<file path="src/design/cps_pkg.sv">
// shared types and constants of the cpu process scheduler
package cps_pkg;

    localparam int VAL_W     = 16;
    localparam int TIME_W    = 21;
    localparam int PID_W     = 4;
    localparam int OP_W      = 2;
    localparam int ALG_W     = 2;
    localparam int CFG_IDX_W = 1;

    typedef enum logic [OP_W-1:0] {
        OP_CLEAR = 2'd0,
        OP_LOAD  = 2'd1,
        OP_SLICE = 2'd2
    } op_t;

    typedef enum logic [ALG_W-1:0] {
        ALG_FCFS = 2'd0,
        ALG_SJF  = 2'd1,
        ALG_RR   = 2'd2
    } alg_t;

    localparam logic [CFG_IDX_W-1:0] CFG_ALGORITHM = 1'd0;
    localparam logic [CFG_IDX_W-1:0] CFG_QUANTUM   = 1'd1;

    localparam logic [ALG_W-1:0] ALG_RESET     = ALG_FCFS;
    localparam logic [VAL_W-1:0] QUANTUM_RESET = 16'd4;

    typedef struct packed {
        logic clear;
        logic eval;
        logic done;
    } scan_ctl_t;

    typedef struct packed {
        logic sjf_found;
        logic rr_hi_found;
        logic rr_lo_found;
    } scan_flags_t;

endpackage

</file>
<file path="src/design/cps_in_if.sv">
// request channel: operation and process fields
interface cps_in_if import cps_pkg::*; ();

    logic             valid;
    logic             ready;
    logic [OP_W-1:0]  operation;
    logic [VAL_W-1:0] arrival_time;
    logic [VAL_W-1:0] burst_length;

    modport source (output valid, output operation, output arrival_time,
                    output burst_length, input ready);
    modport sink (input valid, input operation, input arrival_time,
                  input burst_length, output ready);

endinterface

</file>
<file path="src/design/cps_out_if.sv">
// result channel: one schedule slice
interface cps_out_if import cps_pkg::*; ();

    logic              valid;
    logic              ready;
    logic [PID_W-1:0]  process_id;
    logic [TIME_W-1:0] start_time;
    logic [VAL_W-1:0]  run_length;
    logic [TIME_W-1:0] end_time;
    logic              completes;
    logic [TIME_W-1:0] turnaround;
    logic [TIME_W-1:0] waiting;
    logic              schedule_done;
    logic              no_work;

    modport source (output valid, output process_id, output start_time,
                    output run_length, output end_time, output completes,
                    output turnaround, output waiting, output schedule_done,
                    output no_work, input ready);
    modport sink (input valid, input process_id, input start_time,
                  input run_length, input end_time, input completes,
                  input turnaround, input waiting, input schedule_done,
                  input no_work, output ready);

endinterface

</file>
<file path="src/design/cps_ram.sv">
// generic single write port ram with registered read
module cps_ram #(
    parameter int WIDTH = 16,
    parameter int DEPTH = 16,
    localparam int AW = $clog2(DEPTH)
) (
    input  logic             clk,
    input  logic             we,
    input  logic [AW-1:0]    waddr,
    input  logic [WIDTH-1:0] wdata,
    input  logic [AW-1:0]    raddr,
    output logic [WIDTH-1:0] rdata
);

    logic [WIDTH-1:0] mem [DEPTH];

    always_ff @(posedge clk)
    begin
        if (we)
        begin
            mem[waddr] <= wdata;
        end
        rdata <= mem[raddr];
    end

endmodule

</file>
<file path="src/design/cps_scan.sv">
// table scan unit: evaluates one entry per cycle and keeps the running picks
module cps_scan import cps_pkg::*; #(
    parameter int IDX_W = 4,
    parameter int CLK_W = 21
) (
    input  logic             clk,
    input  logic             rst_n,
    input  scan_ctl_t        ctl,
    input  logic [IDX_W-1:0] idx,
    input  logic [IDX_W-1:0] start_ptr,
    input  logic [VAL_W-1:0] arrival,
    input  logic [VAL_W-1:0] burst,
    input  logic [CLK_W-1:0] clock_now,
    output scan_flags_t      flags,
    output logic [VAL_W-1:0] early_arrival,
    output logic [IDX_W-1:0] early_id,
    output logic [IDX_W-1:0] early_short_id,
    output logic [IDX_W-1:0] sjf_id,
    output logic [IDX_W-1:0] rr_hi_id,
    output logic [IDX_W-1:0] rr_lo_id
);

    logic             pend_reg, pend_next;
    logic [VAL_W-1:0] e_arr_reg, e_arr_next;
    logic [IDX_W-1:0] e_id_reg, e_id_next;
    logic [VAL_W-1:0] eb_burst_reg, eb_burst_next;
    logic [IDX_W-1:0] eb_id_reg, eb_id_next;
    logic             sj_found_reg, sj_found_next;
    logic [VAL_W-1:0] sj_burst_reg, sj_burst_next;
    logic [IDX_W-1:0] sj_id_reg, sj_id_next;
    logic             hi_found_reg, hi_found_next;
    logic [IDX_W-1:0] hi_id_reg, hi_id_next;
    logic             lo_found_reg, lo_found_next;
    logic [IDX_W-1:0] lo_id_reg, lo_id_next;
    logic             pending;
    logic             is_ready;

    always_comb
    begin
        pend_next     = pend_reg;
        e_arr_next    = e_arr_reg;
        e_id_next     = e_id_reg;
        eb_burst_next = eb_burst_reg;
        eb_id_next    = eb_id_reg;
        sj_found_next = sj_found_reg;
        sj_burst_next = sj_burst_reg;
        sj_id_next    = sj_id_reg;
        hi_found_next = hi_found_reg;
        hi_id_next    = hi_id_reg;
        lo_found_next = lo_found_reg;
        lo_id_next    = lo_id_reg;
        pending       = ctl.eval && !ctl.done;
        is_ready      = pending && (CLK_W'(arrival) <= clock_now);

        if (ctl.clear)
        begin
            pend_next     = 1'b0;
            sj_found_next = 1'b0;
            hi_found_next = 1'b0;
            lo_found_next = 1'b0;
        end
        else
        begin
            if (pending)
            begin
                // earliest arrival, and shortest burst among those tied with it
                if (!pend_reg || arrival < e_arr_reg)
                begin
                    pend_next     = 1'b1;
                    e_arr_next    = arrival;
                    e_id_next     = idx;
                    eb_burst_next = burst;
                    eb_id_next    = idx;
                end
                else if (arrival == e_arr_reg && burst < eb_burst_reg)
                begin
                    eb_burst_next = burst;
                    eb_id_next    = idx;
                end
            end
            if (is_ready)
            begin
                if (!sj_found_reg || burst < sj_burst_reg)
                begin
                    sj_found_next = 1'b1;
                    sj_burst_next = burst;
                    sj_id_next    = idx;
                end
                if (!lo_found_reg)
                begin
                    lo_found_next = 1'b1;
                    lo_id_next    = idx;
                end
                if (!hi_found_reg && idx >= start_ptr)
                begin
                    hi_found_next = 1'b1;
                    hi_id_next    = idx;
                end
            end
        end
    end

    always_ff @(posedge clk or negedge rst_n)
    begin
        if (!rst_n)
        begin
            pend_reg     <= 1'b0;
            e_arr_reg    <= '0;
            e_id_reg     <= '0;
            eb_burst_reg <= '0;
            eb_id_reg    <= '0;
            sj_found_reg <= 1'b0;
            sj_burst_reg <= '0;
            sj_id_reg    <= '0;
            hi_found_reg <= 1'b0;
            hi_id_reg    <= '0;
            lo_found_reg <= 1'b0;
            lo_id_reg    <= '0;
        end
        else
        begin
            pend_reg     <= pend_next;
            e_arr_reg    <= e_arr_next;
            e_id_reg     <= e_id_next;
            eb_burst_reg <= eb_burst_next;
            eb_id_reg    <= eb_id_next;
            sj_found_reg <= sj_found_next;
            sj_burst_reg <= sj_burst_next;
            sj_id_reg    <= sj_id_next;
            hi_found_reg <= hi_found_next;
            hi_id_reg    <= hi_id_next;
            lo_found_reg <= lo_found_next;
            lo_id_reg    <= lo_id_next;
        end
    end

    assign flags.sjf_found   = sj_found_reg;
    assign flags.rr_hi_found = hi_found_reg;
    assign flags.rr_lo_found = lo_found_reg;
    assign early_arrival     = e_arr_reg;
    assign early_id          = e_id_reg;
    assign early_short_id    = eb_id_reg;
    assign sjf_id            = sj_id_reg;
    assign rr_hi_id          = hi_id_reg;
    assign rr_lo_id          = lo_id_reg;

endmodule

</file>
<file path="src/design/cpu_process_scheduler_top.sv">
// cpu process scheduler top: sequencer, process table and slice arithmetic
// clear and load transactions finish as they are accepted; a slice request with nothing left
// returns its result in the cycle after acceptance
// a slice request goes one table entry per cycle through the scan unit, then through the
// last, decide, read, run, tat and wait states for pick, read and update arithmetic
// one transaction at a time; the next is accepted once the result is taken
// reset empties the table, zeroes the clock and scan pointer, mode fcfs, quantum 4
module cpu_process_scheduler_top import cps_pkg::*; #(
    parameter int MAX_PROCESSES = 16
) (
    input  logic                 clk,
    input  logic                 rst_n,
    input  logic                 cfg_wr_en,
    input  logic [CFG_IDX_W-1:0] cfg_index,
    input  logic [VAL_W-1:0]     cfg_wr_data,
    cps_in_if.sink               cmd,
    cps_out_if.source            rsp
);

    localparam int IDX_W = $clog2(MAX_PROCESSES);
    localparam int CNT_W = $clog2(MAX_PROCESSES + 1);
    localparam int CLK_W = VAL_W + CNT_W;

    typedef enum logic [3:0] {
        S_IDLE,
        S_SCAN,
        S_LAST,
        S_DECIDE,
        S_READ,
        S_RUN,
        S_TAT,
        S_WAIT,
        S_OUT
    } state_t;

    state_t               state_reg, state_next;
    logic [ALG_W-1:0]     alg_reg, alg_next;
    logic [VAL_W-1:0]     quantum_reg, quantum_next;
    logic [CNT_W-1:0]     cnt_reg, cnt_next;
    logic [CNT_W-1:0]     fin_reg, fin_next;
    logic [MAX_PROCESSES-1:0] done_reg, done_next;
    logic [CLK_W-1:0]     clock_reg, clock_next;
    logic [IDX_W-1:0]     sp_reg, sp_next;
    logic [IDX_W-1:0]     scan_idx_reg, scan_idx_next;
    logic                 ev_vld_reg, ev_vld_next;
    logic [IDX_W-1:0]     ev_idx_reg, ev_idx_next;
    logic [IDX_W-1:0]     sel_reg, sel_next;
    logic [VAL_W-1:0]     arr_reg, arr_next;
    logic [VAL_W-1:0]     burst_reg, burst_next;
    logic [VAL_W-1:0]     rem_reg, rem_next;
    logic [VAL_W-1:0]     run_reg, run_next;
    logic [CLK_W-1:0]     start_reg, start_next;
    logic [CLK_W-1:0]     end_reg, end_next;
    logic                 comp_reg, comp_next;
    logic [CLK_W-1:0]     tat_reg, tat_next;

    logic [PID_W-1:0]     o_pid_reg, o_pid_next;
    logic [TIME_W-1:0]    o_start_reg, o_start_next;
    logic [VAL_W-1:0]     o_run_reg, o_run_next;
    logic [TIME_W-1:0]    o_end_reg, o_end_next;
    logic                 o_comp_reg, o_comp_next;
    logic [TIME_W-1:0]    o_tat_reg, o_tat_next;
    logic [TIME_W-1:0]    o_wait_reg, o_wait_next;
    logic                 o_sdone_reg, o_sdone_next;
    logic                 o_nowork_reg, o_nowork_next;

    logic                 load_we;
    logic                 rem_we;
    logic [IDX_W-1:0]     mem_waddr;
    logic [IDX_W-1:0]     mem_raddr;
    logic [VAL_W-1:0]     burst_in;
    logic [VAL_W-1:0]     rem_wdata;
    logic [VAL_W-1:0]     arr_rd;
    logic [VAL_W-1:0]     burst_rd;
    logic [VAL_W-1:0]     rem_rd;
    logic [VAL_W-1:0]     q_eff;
    logic                 is_rr;

    scan_ctl_t            scan_ctl;
    scan_flags_t          scan_flags;
    logic [VAL_W-1:0]     early_arrival;
    logic [IDX_W-1:0]     early_id;
    logic [IDX_W-1:0]     early_short_id;
    logic [IDX_W-1:0]     sjf_id;
    logic [IDX_W-1:0]     rr_hi_id;
    logic [IDX_W-1:0]     rr_lo_id;
    logic [IDX_W-1:0]     sel_pick;
    logic [CLK_W-1:0]     clk_pick;

    assign burst_in = (cmd.burst_length == '0) ? VAL_W'(1) : cmd.burst_length;
    assign q_eff    = (quantum_reg == '0) ? VAL_W'(1) : quantum_reg;
    assign is_rr    = (alg_reg != ALG_FCFS) && (alg_reg != ALG_SJF);

    cps_ram #(.WIDTH(VAL_W), .DEPTH(MAX_PROCESSES)) u_arrival_ram (
        .clk   (clk),
        .we    (load_we),
        .waddr (mem_waddr),
        .wdata (cmd.arrival_time),
        .raddr (mem_raddr),
        .rdata (arr_rd)
    );

    cps_ram #(.WIDTH(VAL_W), .DEPTH(MAX_PROCESSES)) u_burst_ram (
        .clk   (clk),
        .we    (load_we),
        .waddr (mem_waddr),
        .wdata (burst_in),
        .raddr (mem_raddr),
        .rdata (burst_rd)
    );

    cps_ram #(.WIDTH(VAL_W), .DEPTH(MAX_PROCESSES)) u_remaining_ram (
        .clk   (clk),
        .we    (rem_we),
        .waddr (mem_waddr),
        .wdata (rem_wdata),
        .raddr (mem_raddr),
        .rdata (rem_rd)
    );

    cps_scan #(.IDX_W(IDX_W), .CLK_W(CLK_W)) u_scan (
        .clk            (clk),
        .rst_n          (rst_n),
        .ctl            (scan_ctl),
        .idx            (ev_idx_reg),
        .start_ptr      (sp_reg),
        .arrival        (arr_rd),
        .burst          (burst_rd),
        .clock_now      (clock_reg),
        .flags          (scan_flags),
        .early_arrival  (early_arrival),
        .early_id       (early_id),
        .early_short_id (early_short_id),
        .sjf_id         (sjf_id),
        .rr_hi_id       (rr_hi_id),
        .rr_lo_id       (rr_lo_id)
    );

    // pick by mode once the scan has finished
    always_comb
    begin
        sel_pick = early_id;
        clk_pick = clock_reg;
        case (alg_reg)
            ALG_FCFS:
            begin
                sel_pick = early_id;
                if (CLK_W'(early_arrival) > clock_reg)
                begin
                    clk_pick = CLK_W'(early_arrival);
                end
            end
            ALG_SJF:
            begin
                if (scan_flags.sjf_found)
                begin
                    sel_pick = sjf_id;
                end
                else
                begin
                    sel_pick = early_short_id;
                    clk_pick = CLK_W'(early_arrival);
                end
            end
            default:
            begin
                if (scan_flags.rr_hi_found)
                begin
                    sel_pick = rr_hi_id;
                end
                else if (scan_flags.rr_lo_found)
                begin
                    sel_pick = rr_lo_id;
                end
                else
                begin
                    sel_pick = early_id;
                    clk_pick = CLK_W'(early_arrival);
                end
            end
        endcase
    end

    always_comb
    begin
        state_next    = state_reg;
        alg_next      = alg_reg;
        quantum_next  = quantum_reg;
        cnt_next      = cnt_reg;
        fin_next      = fin_reg;
        done_next     = done_reg;
        clock_next    = clock_reg;
        sp_next       = sp_reg;
        scan_idx_next = scan_idx_reg;
        ev_vld_next   = 1'b0;
        ev_idx_next   = ev_idx_reg;
        sel_next      = sel_reg;
        arr_next      = arr_reg;
        burst_next    = burst_reg;
        rem_next      = rem_reg;
        run_next      = run_reg;
        start_next    = start_reg;
        end_next      = end_reg;
        comp_next     = comp_reg;
        tat_next      = tat_reg;
        o_pid_next    = o_pid_reg;
        o_start_next  = o_start_reg;
        o_run_next    = o_run_reg;
        o_end_next    = o_end_reg;
        o_comp_next   = o_comp_reg;
        o_tat_next    = o_tat_reg;
        o_wait_next   = o_wait_reg;
        o_sdone_next  = o_sdone_reg;
        o_nowork_next = o_nowork_reg;

        load_we        = 1'b0;
        rem_we         = 1'b0;
        mem_waddr      = sel_reg;
        rem_wdata      = rem_reg - run_reg;
        mem_raddr      = scan_idx_reg;
        scan_ctl.clear = 1'b0;
        scan_ctl.eval  = ev_vld_reg;
        scan_ctl.done  = done_reg[ev_idx_reg];

        if (cfg_wr_en)
        begin
            case (cfg_index)
                CFG_ALGORITHM: alg_next = cfg_wr_data[ALG_W-1:0];
                CFG_QUANTUM:   quantum_next = cfg_wr_data;
                default:       ;
            endcase
        end

        case (state_reg)
            S_IDLE:
            begin
                if (cmd.valid)
                begin
                    case (op_t'(cmd.operation))
                        OP_CLEAR:
                        begin
                            cnt_next   = '0;
                            fin_next   = '0;
                            done_next  = '0;
                            clock_next = '0;
                            sp_next    = '0;
                        end
                        OP_LOAD:
                        begin
                            if (cnt_reg < CNT_W'(MAX_PROCESSES))
                            begin
                                load_we   = 1'b1;
                                rem_we    = 1'b1;
                                mem_waddr = cnt_reg[IDX_W-1:0];
                                rem_wdata = burst_in;
                                cnt_next  = cnt_reg + CNT_W'(1);
                            end
                        end
                        OP_SLICE:
                        begin
                            if (fin_reg >= cnt_reg)
                            begin
                                o_pid_next    = '0;
                                o_start_next  = '0;
                                o_run_next    = '0;
                                o_end_next    = '0;
                                o_comp_next   = 1'b0;
                                o_tat_next    = '0;
                                o_wait_next   = '0;
                                o_sdone_next  = 1'b0;
                                o_nowork_next = 1'b1;
                                state_next    = S_OUT;
                            end
                            else
                            begin
                                scan_idx_next  = '0;
                                scan_ctl.clear = 1'b1;
                                state_next     = S_SCAN;
                            end
                        end
                        default: ;
                    endcase
                end
            end
            S_SCAN:
            begin
                ev_vld_next = 1'b1;
                ev_idx_next = scan_idx_reg;
                if (CNT_W'(scan_idx_reg) == cnt_reg - CNT_W'(1))
                begin
                    state_next = S_LAST;
                end
                else
                begin
                    scan_idx_next = scan_idx_reg + IDX_W'(1);
                end
            end
            S_LAST:
            begin
                state_next = S_DECIDE;
            end
            S_DECIDE:
            begin
                sel_next   = sel_pick;
                clock_next = clk_pick;
                mem_raddr  = sel_pick;
                state_next = S_READ;
            end
            S_READ:
            begin
                arr_next   = arr_rd;
                burst_next = burst_rd;
                rem_next   = rem_rd;
                run_next   = (is_rr && rem_rd > q_eff) ? q_eff : rem_rd;
                state_next = S_RUN;
            end
            S_RUN:
            begin
                rem_we     = 1'b1;
                start_next = clock_reg;
                end_next   = clock_reg + CLK_W'(run_reg);
                clock_next = clock_reg + CLK_W'(run_reg);
                comp_next  = (rem_reg == run_reg);
                if (rem_reg == run_reg)
                begin
                    done_next[sel_reg] = 1'b1;
                    fin_next           = fin_reg + CNT_W'(1);
                end
                if (is_rr)
                begin
                    if (CNT_W'(sel_reg) + CNT_W'(1) == cnt_reg)
                    begin
                        sp_next = '0;
                    end
                    else
                    begin
                        sp_next = sel_reg + IDX_W'(1);
                    end
                end
                state_next = S_TAT;
            end
            S_TAT:
            begin
                tat_next   = end_reg - CLK_W'(arr_reg);
                state_next = S_WAIT;
            end
            S_WAIT:
            begin
                o_pid_next    = PID_W'(sel_reg);
                o_start_next  = TIME_W'(start_reg);
                o_run_next    = run_reg;
                o_end_next    = TIME_W'(end_reg);
                o_comp_next   = comp_reg;
                o_tat_next    = comp_reg ? TIME_W'(tat_reg) : '0;
                o_wait_next   = '0;
                if (comp_reg && tat_reg >= CLK_W'(burst_reg))
                begin
                    o_wait_next = TIME_W'(tat_reg - CLK_W'(burst_reg));
                end
                o_sdone_next  = (fin_reg >= cnt_reg);
                o_nowork_next = 1'b0;
                state_next    = S_OUT;
            end
            S_OUT:
            begin
                if (rsp.ready)
                begin
                    state_next = S_IDLE;
                end
            end
            default:
            begin
                state_next = S_IDLE;
            end
        endcase
    end

    always_ff @(posedge clk or negedge rst_n)
    begin
        if (!rst_n)
        begin
            state_reg    <= S_IDLE;
            alg_reg      <= ALG_RESET;
            quantum_reg  <= QUANTUM_RESET;
            cnt_reg      <= '0;
            fin_reg      <= '0;
            done_reg     <= '0;
            clock_reg    <= '0;
            sp_reg       <= '0;
            scan_idx_reg <= '0;
            ev_vld_reg   <= 1'b0;
            ev_idx_reg   <= '0;
            sel_reg      <= '0;
            arr_reg      <= '0;
            burst_reg    <= '0;
            rem_reg      <= '0;
            run_reg      <= '0;
            start_reg    <= '0;
            end_reg      <= '0;
            comp_reg     <= 1'b0;
            tat_reg      <= '0;
            o_pid_reg    <= '0;
            o_start_reg  <= '0;
            o_run_reg    <= '0;
            o_end_reg    <= '0;
            o_comp_reg   <= 1'b0;
            o_tat_reg    <= '0;
            o_wait_reg   <= '0;
            o_sdone_reg  <= 1'b0;
            o_nowork_reg <= 1'b0;
        end
        else
        begin
            state_reg    <= state_next;
            alg_reg      <= alg_next;
            quantum_reg  <= quantum_next;
            cnt_reg      <= cnt_next;
            fin_reg      <= fin_next;
            done_reg     <= done_next;
            clock_reg    <= clock_next;
            sp_reg       <= sp_next;
            scan_idx_reg <= scan_idx_next;
            ev_vld_reg   <= ev_vld_next;
            ev_idx_reg   <= ev_idx_next;
            sel_reg      <= sel_next;
            arr_reg      <= arr_next;
            burst_reg    <= burst_next;
            rem_reg      <= rem_next;
            run_reg      <= run_next;
            start_reg    <= start_next;
            end_reg      <= end_next;
            comp_reg     <= comp_next;
            tat_reg      <= tat_next;
            o_pid_reg    <= o_pid_next;
            o_start_reg  <= o_start_next;
            o_run_reg    <= o_run_next;
            o_end_reg    <= o_end_next;
            o_comp_reg   <= o_comp_next;
            o_tat_reg    <= o_tat_next;
            o_wait_reg   <= o_wait_next;
            o_sdone_reg  <= o_sdone_next;
            o_nowork_reg <= o_nowork_next;
        end
    end

    assign cmd.ready         = (state_reg == S_IDLE);
    assign rsp.valid         = (state_reg == S_OUT);
    assign rsp.process_id    = o_pid_reg;
    assign rsp.start_time    = o_start_reg;
    assign rsp.run_length    = o_run_reg;
    assign rsp.end_time      = o_end_reg;
    assign rsp.completes     = o_comp_reg;
    assign rsp.turnaround    = o_tat_reg;
    assign rsp.waiting       = o_wait_reg;
    assign rsp.schedule_done = o_sdone_reg;
    assign rsp.no_work       = o_nowork_reg;

`ifndef SYNTHESIS
    // finished marks and finished count agree
    a_fin_count: assert property (@(posedge clk) disable iff (!rst_n)
        ($countones(done_reg) == int'(fin_reg)) && (fin_reg <= cnt_reg))
        else $error("finished count out of step with finished marks");

    // scan pointer stays inside the loaded table
    a_scan_ptr: assert property (@(posedge clk) disable iff (!rst_n)
        (cnt_reg != '0) |-> (CNT_W'(sp_reg) < cnt_reg))
        else $error("scan pointer beyond loaded table");

    // a real slice always has a nonzero run length
    a_run_len: assert property (@(posedge clk) disable iff (!rst_n)
        (rsp.valid && !rsp.no_work) |-> (rsp.run_length != '0))
        else $error("slice with zero run length");

    // a slice request on a finished table answers with no work next cycle
    a_no_work: assert property (@(posedge clk) disable iff (!rst_n)
        (cmd.valid && cmd.ready && cmd.operation == OP_SLICE && fin_reg >= cnt_reg)
        |=> (rsp.valid && rsp.no_work))
        else $error("missing no work result");

    // schedule done only when every loaded process finished
    a_sched_done: assert property (@(posedge clk) disable iff (!rst_n)
        (rsp.valid && rsp.schedule_done) |-> (fin_reg == cnt_reg && rsp.completes))
        else $error("schedule done reported early");
`endif

endmodule
</file>
<file path="src/flat_wrapper.sv">
// flat-port wrapper written by rule: the top's interface ports become plain ports
module cpu_process_scheduler_top_flat import cps_pkg::*;
#(
    parameter int MAX_PROCESSES = 16
)
  (clk, rst_n, cfg_wr_en, cfg_index, cfg_wr_data, cmd_valid, cmd_operation, cmd_arrival_time, cmd_burst_length, cmd_ready, rsp_valid, rsp_process_id, rsp_start_time, rsp_run_length, rsp_end_time, rsp_completes, rsp_turnaround, rsp_waiting, rsp_schedule_done, rsp_no_work, rsp_ready);
  cps_in_if cmd_i ();
  cps_out_if rsp_i ();
  input  logic clk;
  input  logic rst_n;
  input  logic cfg_wr_en;
  input  logic [CFG_IDX_W-1:0] cfg_index;
  input  logic [VAL_W-1:0] cfg_wr_data;
  input wire logic [$bits(cmd_i.valid)-1:0] cmd_valid;
  input wire logic [$bits(cmd_i.operation)-1:0] cmd_operation;
  input wire logic [$bits(cmd_i.arrival_time)-1:0] cmd_arrival_time;
  input wire logic [$bits(cmd_i.burst_length)-1:0] cmd_burst_length;
  output wire logic [$bits(cmd_i.ready)-1:0] cmd_ready;
  output wire logic [$bits(rsp_i.valid)-1:0] rsp_valid;
  output wire logic [$bits(rsp_i.process_id)-1:0] rsp_process_id;
  output wire logic [$bits(rsp_i.start_time)-1:0] rsp_start_time;
  output wire logic [$bits(rsp_i.run_length)-1:0] rsp_run_length;
  output wire logic [$bits(rsp_i.end_time)-1:0] rsp_end_time;
  output wire logic [$bits(rsp_i.completes)-1:0] rsp_completes;
  output wire logic [$bits(rsp_i.turnaround)-1:0] rsp_turnaround;
  output wire logic [$bits(rsp_i.waiting)-1:0] rsp_waiting;
  output wire logic [$bits(rsp_i.schedule_done)-1:0] rsp_schedule_done;
  output wire logic [$bits(rsp_i.no_work)-1:0] rsp_no_work;
  input wire logic [$bits(rsp_i.ready)-1:0] rsp_ready;
  assign cmd_i.valid = cmd_valid;
  assign cmd_i.operation = cmd_operation;
  assign cmd_i.arrival_time = cmd_arrival_time;
  assign cmd_i.burst_length = cmd_burst_length;
  assign cmd_ready = cmd_i.ready;
  assign rsp_valid = rsp_i.valid;
  assign rsp_process_id = rsp_i.process_id;
  assign rsp_start_time = rsp_i.start_time;
  assign rsp_run_length = rsp_i.run_length;
  assign rsp_end_time = rsp_i.end_time;
  assign rsp_completes = rsp_i.completes;
  assign rsp_turnaround = rsp_i.turnaround;
  assign rsp_waiting = rsp_i.waiting;
  assign rsp_schedule_done = rsp_i.schedule_done;
  assign rsp_no_work = rsp_i.no_work;
  assign rsp_i.ready = rsp_ready;
  cpu_process_scheduler_top #(.MAX_PROCESSES(MAX_PROCESSES)) u_core (.clk(clk), .rst_n(rst_n), .cfg_wr_en(cfg_wr_en), .cfg_index(cfg_index), .cfg_wr_data(cfg_wr_data), .cmd(cmd_i), .rsp(rsp_i));
endmodule
</file>
<file path="config.mk">
export PLATFORM = sky130hd
export DESIGN_NAME = cpu_process_scheduler_top_flat
export DESIGN_NICKNAME = d
export VERILOG_FILES = /design/src/design/cps_pkg.sv /design/src/design/cps_in_if.sv /design/src/design/cps_out_if.sv /design/src/design/cps_ram.sv /design/src/design/cps_scan.sv /design/src/design/cpu_process_scheduler_top.sv /design/src/flat_wrapper.sv
export SDC_FILE = /design/constraint.sdc
export NUM_CORES = 2
export LEC_CHECK = 0
export BUFFER_PORTS_ARGS = -buffer_cell sky130_fd_sc_hd__buf_4
export CORE_MARGIN = 2
export CORE_UTILIZATION = 43
export CTS_CLUSTER_DIAMETER = 150
export DETAILED_ROUTE_END_ITERATION = 6
export HOLD_SLACK_MARGIN = 0.02
export PLACE_DENSITY = 0.66
export SETUP_SLACK_MARGIN = 0.02
export SLEW_MARGIN = 5
export SYNTH_ARGS = -nofsm -noshare
export SYNTH_HDL_FRONTEND = slang
export SYNTH_SLANG_ARGS = --single-unit
</file>
<file path="constraint.sdc">
create_clock -name clk -period 5.94 [get_ports clk]
set_input_delay 1.485 -clock clk [delete_from_list [all_inputs] [get_ports clk]]
set_output_delay 1.485 -clock clk [all_outputs]
set_load 0.05 [all_outputs]
</file>
# Word-level counts from Yosys, hierarchy flattened
# Memories as Yosys holds them, arrays and structs flattened. A register that Yosys moved wholly into a read port is not among the register bits.
# Index checks and enable logic that the tools add are counted.
# word_totals
mem_bits_ro,0
latchBits,0
inputBits,56
out_inout_bits,109
register_bits,393
ramBits,768
word_cells,259
n_memories,3
# memory_table
name,words,width,rd,rd_ports_with_merged_regs,write_ports,line_no,rtl
u_core.u_arrival_ram.mem,16,16,1,1,1,cps_ram.sv:15,logic [WIDTH-1:0] mem [DEPTH];
u_core.u_burst_ram.mem,16,16,1,1,1,cps_ram.sv:15,
u_core.u_remaining_ram.mem,16,16,1,1,1,cps_ram.sv:15,
# classes
multipliers,0
shift,0
bitwise_logic,4
eq_ne,31
reduce_logical,48
magnitude_cmp,13
div,0
n_mux,109
addsub,10
# op_table
cell,n
16-bit 2-to-1 mux,15
21-bit 2-to-1 mux,11
21-bit one-hot mux with 2 select lines,5
4-bit 2-to-1 mux,26
16-bit one-hot mux with 2 select lines,2
21-bit one-hot mux with 3 select lines,1
16-bit less-than comparator,3
21-bit by 16-bit subtractor with 21-bit output,2
4-bit one-hot mux with 9 select lines,1
16-bit == test,2
16-bit zero test,2
1-bit 2-to-1 mux,32
4-bit one-hot mux with 2 select lines,4
2-bit nonzero test,11
21-bit by 16-bit adder with 21-bit output,1
21-bit by 16-bit greater-or-equal comparator with 1-bit output,1
16-bit by 21-bit > comparator with 1-bit output,1
16-bit by 21-bit less-or-equal comparator with 1-bit output,1
5-bit 2-to-1 mux,4
5-bit one-hot mux with 2 select lines,2
4-bit AND reduction,5
2-bit by 1-bit inequality test with 1-bit output (second input constant),9
4-bit by 3-bit == test with 1-bit output (second input constant),4
16-bit > comparator,1
36 further kinds,69

# Logic depth before layout (Yosys ltp)
# depth
word_depth,7
mapped_depth,12
mapped_depth_nobuf,12

# Cells and area by module
# A second synthesis with hierarchy kept.
# hier_totals
cells_unflattened,3429
area_unflattened_um2,51775.9
# by_module_without_submodules
module,instances,area_each_um2,seq_area_each_um2,cells_per_inst
cps_ram at u_core.u_arrival_ram ...,2,10042.1,8007.7,432
cpu_process_scheduler_top,1,17148.9,8034.0,1737
cps_ram at u_core.u_burst_ram,1,10043.4,8007.7,432
cps_scan,1,4499.3,1801.7,396

# Worst setup path after synthesis
# OpenSTA, ideal clock, no wires.
# synth_timing
path_type,register to register
start,register u_core.state_reg[0]
end,memory u_core.u_arrival_ram.mem[0][0] (enable)
slack_ns,0.649
setup_ns,0.461
n_path_buf,1
t_arrival_ns,4.830
period_less_slack_ns,5.291
required_time_ns,5.479
path_stages_with_launch,7
path_cell_list,dfrtp_1 -> buf_4 -> nor4_2 -> nand3_1 -> nor3b_2 -> nand3_1 -> nor3_1
# synth_via
elab_chain_cells,4
elab_cells_between_ends,5
cone_classes,mux: 4; reduce/logical: 1
# synth_rtl
element,line_no,rtl
start: declaration,cpu_process_scheduler_top.sv:36,"state_t state_reg, state_next;"
start signal: assignment,cpu_process_scheduler_top.sv:414,state_reg <= state_next;
4-bit zero test (*),--,
named net cmd_ready,flat_wrapper.sv:18,output wire logic [$bits(cmd_i.ready)-1:0] cmd_ready;
1-bit 2-to-1 mux,cpu_process_scheduler_top.sv:234,case (state_reg)
1-bit 2-to-1 mux,cps_ram.sv:19,if (we)
1-bit 2-to-1 mux (implied by the code),cps_ram.sv:21,mem[waddr] <= wdata;
end: declaration,cps_ram.sv:15,
# Mark *: on every way through the listed nets, which the timed path passes. The rest lies on a longest branch.

# Worst setup path in the final report
# layout_timing
start,register u_core.state_reg[3]
end,memory u_core.u_arrival_ram.mem[7][9] (enable)
# layout_via
elab_chain_cells,4
elab_cells_between_ends,5
cone_classes,mux: 4; reduce/logical: 1
# layout_rtl
element,line_no
4-bit zero test (*),cpu_process_scheduler_top.sv:234
1-bit 2-to-1 mux,cpu_process_scheduler_top.sv:234
1-bit 2-to-1 mux,cps_ram.sv:19
1-bit 2-to-1 mux (implied by the code),cps_ram.sv:21
# Every way passes the cells marked *; elsewhere a longest branch is shown, timed or not.

==> summary.md <==
| Metric | Value |
|---|---|
| Status | finished, final reports clean |
| Fillers | ~11k |
| DRC | 0 |
| Startpoint types | register |
| TritonCTS sink count | roughly 1.2k |
| Total track usage | about 20% |
| WL final | ~130000 µm |
| Post-cts sizing count | 0 |
| Deepest clock path buffer count | 3 |
| Max Clk Rate | between 200 and 250 MHz |
| Worst hold path class | register to register |
| Tmin final | 4.19 ns |
| Die H | between 300 and 400 µm |
| Final TNS setup | 0 ns |
| Setup Buffers After CTS | 0 |
| Most frequent CP cell | buf_4 |
| Prevailing post-synth register cell | edfxtp_1 |
| Final nets | approximately 4.2k |
| Pre-antenna DRT Iters | 5 |
| Relative slew slack | approximately 14% |
| # setup viols final | 0 |
| Type of the worst setup path | register to register |
| Vias | around 32k |
| Vias in the first global route | approximately 31k |
| Fin util | 49.2% |
| Number of buffers inserted by port buffering | around 160 |
| Post-Route Skew | ~0.040 ns |
| Cell Rows | roughly 130 |
| Slowest cell delay on critical path | ~0.75 ns |
| H-Tree Depth | 3 |
| CTS Buf Count | 119 |
| RSZ-0062 raised after global routing | no |
| Layout cells sized above 1 | between 10% and 20% |
| Core Area | approximately 0.12 mm² |
| Critical Path End Type | register |
| Leakage | 24.0 nW |
| Pwr dens | between 500 and 600 mW/mm² |
| Critical Path AT | about 4.6 ns |
| Crit path cell chain | nor4_2, nand3_1, nand3b_1, buf_4, nor2_1, a21oi_1, nor2_4, buf_4 |
| Biggest regs | u_core.u_arrival_ram.mem: 256 flops, u_core.u_burst_ram.mem: 256 flops, u_core.u_remaining_ram.mem: 256 flops |
| Crit-path slowest cell | nor2_4 |
| Synth Warn # | 0 |
| Die width | 357 µm |
| Clock-pin slew on the worst setup and hold paths | roughly 0.060 ns |
| Routability congestion estimate | approximately 0.87 |
| Clock latency at the later pin of the worst-skew pair | approximately 0.75 ns |
| Worst slew pin tran | ~1.3 ns |
| TritonCTS clock tree | yes |
| Top-level I/O count | roughly 170 |
| Vias/cell | roughly 5.5 |
| Number of antenna violations at the first check in global routing | 7 |
| Final hold violations | 0 |
| First-pass GRT wire length | just under 200000 µm |
| Largest net degree at the start of global routing | approximately 130 |
| Maximum VDD drop | 0.433 mV |
| Grt total ovfl | 0 |
| Gate Count Post-Synth | 3866 |
| Max-Cap Viols | 0 |
| Seq/Total Area, Yosys | between 60% and 70% |
| Root Driver | clkbuf_16 |
| DP HPWL | between 80000 and 90000 µm |
| Fin. max-slew vios | 0 |
| Hold buffers post-CTS | 0 |
| Seq cells post-synth | between 1k and 1.5k |
| DR iter-0 viols | 2755 |
| Syn-to-layout area delta | 13.7% |
| Synth Area per Inst | 13.8 µm² |
| Final antenna-violating net count | 0 |
| Max FO, Critical Path | 21 |
| Initial Utilization | ~43% |
| Total die area | 0.127 mm² |
| Count of different cell masters after synthesis | 76 |
| Post-synth ARST share | about a third |
| Synthesized net count | around 4.1k |
| Worst Path Required | approximately 6.4 ns |
| Final period utilization | between 70% and 80% |
| Cell Area, Synth | 0.0535 mm² |
| Post-synth EDFFs | 768 |
| Wire length per cell | 22.3 µm |
## power by group
| group | internal, mW | leakage (nW) | total (mW) | switching [mW] |
|---|---|---|---|---|
| registers | 11.4 | 12.3 | 12.9 | 1.56 |
| clock network | 4.59 | 2.00 | 7.87 | 3.28 |
| logic | 5.45 | 9.67 | 14.0 | 8.58 |
## synth_stat cells (all sizes together), types with 45 or more instances
library cell / n / area (µm²)
a21oi: 113 / 566
clkbuf: 107 / 402
dfrtp: 392 / 9810
inv: 165 / 619
buf: 92 / 458
nor2: 151 / 567
mux2i: 745 / 7460
a21o: 45 / 338
a22o: 103 / 902
nand2: 273 / 1020
o21ai: 169 / 846
edfxtp: 768 / 23100
dfxtp: 48 / 961
ha: 174 / 2180
mux2: 88 / 1070
## logic make-up (layout without fill, tap and decap cells)
logic type / after synthesis / count (layout) / share of synthesized area, %
DFF: 1209 / 1209 / 63.3
other: 0 / 2 / 0
adders and majority gates: 178 / 178 / 4.22
xor gates and xnor gates: 74 / 74 / 1.21
buffers and inverters: 364 / 612 / 2.76
and+or+nand+nor: 632 / 632 / 5.33
muxes: 838 / 838 / 16.1
AOI/OAI and AO/OA: 571 / 571 / 7.05
## worst max-delay path: cells and delay by family, from the launching register on
| kind | cells | cell delay [ns] |
|---|---|---|
| buffers and inverters | 2 | 0.72 |
| AO/OA/AOI/OAI | 1 | 0.18 |
| flip-flops | 1 | 0.49 |
| AND/OR/NAND/NOR | 5 | 2.46 |
## routing by layer
layer	track usage (%)	part of all wire (%)	up-vias	wire (µm)
met1	28.5	46	16100	58700
met3	3.44	5.5	206	7110
li1	-	-	14600	-
met5	0	0.029	-	37
met4	4.54	2.1	6	2740
met2	31.8	46	802	59500
## metrics by stage
step / instance area [µm²] / worst slack, ns / hold WS (ns) / power, mW / cells
CTS: 60800 / 1.80 / 0.469 / 34.9 / 5751
global route: 60800 / 1.49 / 0.496 / 36.8 / 5753
finish: 60800 / 1.75 / 0.467 / 34.8 / 5753
global placement: 56700 / 1.40 / 0.460 / 26.7 / 5524
detailed placement: 56700 / 1.33 / 0.462 / 27.0 / 5524
floorplan: 53500 / 0.649 / 0.430 / 22.4 / 3866
## path summary, 6_finish.rpt
check	cells past startpoint	end	slack, ns	from
max	8	u_core.u_arrival_ram.mem[7][9]$_DFFE_PP_	1.75	u_core.state_reg[3]$_DFFE_PN0P_
min	2	u_core.rem_reg[11]$_DFFE_PN0P_	0.47	u_core.u_remaining_ram.rdata[11]$_DFF_P_
max reg2reg	8	u_core.u_arrival_ram.mem[7][9]$_DFFE_PP_	1.75	u_core.state_reg[3]$_DFFE_PN0P_
min reg2reg	2	u_core.rem_reg[11]$_DFFE_PN0P_	0.47	u_core.u_remaining_ram.rdata[11]$_DFF_P_
max in group asynchronous	2	u_core.rsp.turnaround[7]$_DFFE_PN0P_	4.04	rst_n
min in group asynchronous	1	u_core.clock_reg[13]$_DFFE_PN0P_	0.76	rst_n
## cell type report
type                       count  area [µm²]  area share [%]
antenna                        2        5.00         0.00822
clock buffer                 167        3340            5.48
clock inverter                60         818            1.34
inverter                     165         619            1.02
multi-input combinational   2293       18400            30.2
sequential                  1209       33900            55.6
tap                         1637        2050            3.37
timing repair buffer         220        1760            2.89
## cell usage in the layout (no fill, tap or decap), types with 21 or more instances in the layout
master	netlist	routed
clkbuf_1	107	29
nor3_1	30	26
inv_1	165	165
edfxtp_1	768	768
clkbuf_16	0	119
a22o_1	103	103
nand2_1	273	273
a21oi_1	113	111
a21o_1	45	45
ha_1	174	174
a211oi_1	21	21
nor2_1	151	115
xor2_1	35	35
nand2b_1	22	22
dfrtp_1	392	392
buf_4	2	211
dfxtp_1	48	48
nand3_1	42	42
xnor2_1	39	39
mux2_2	68	68
o21ai_0	168	166
a31oi_1	21	21
mux2i_1	745	745
No activity file was read; power rests on OpenSTA's default activity.
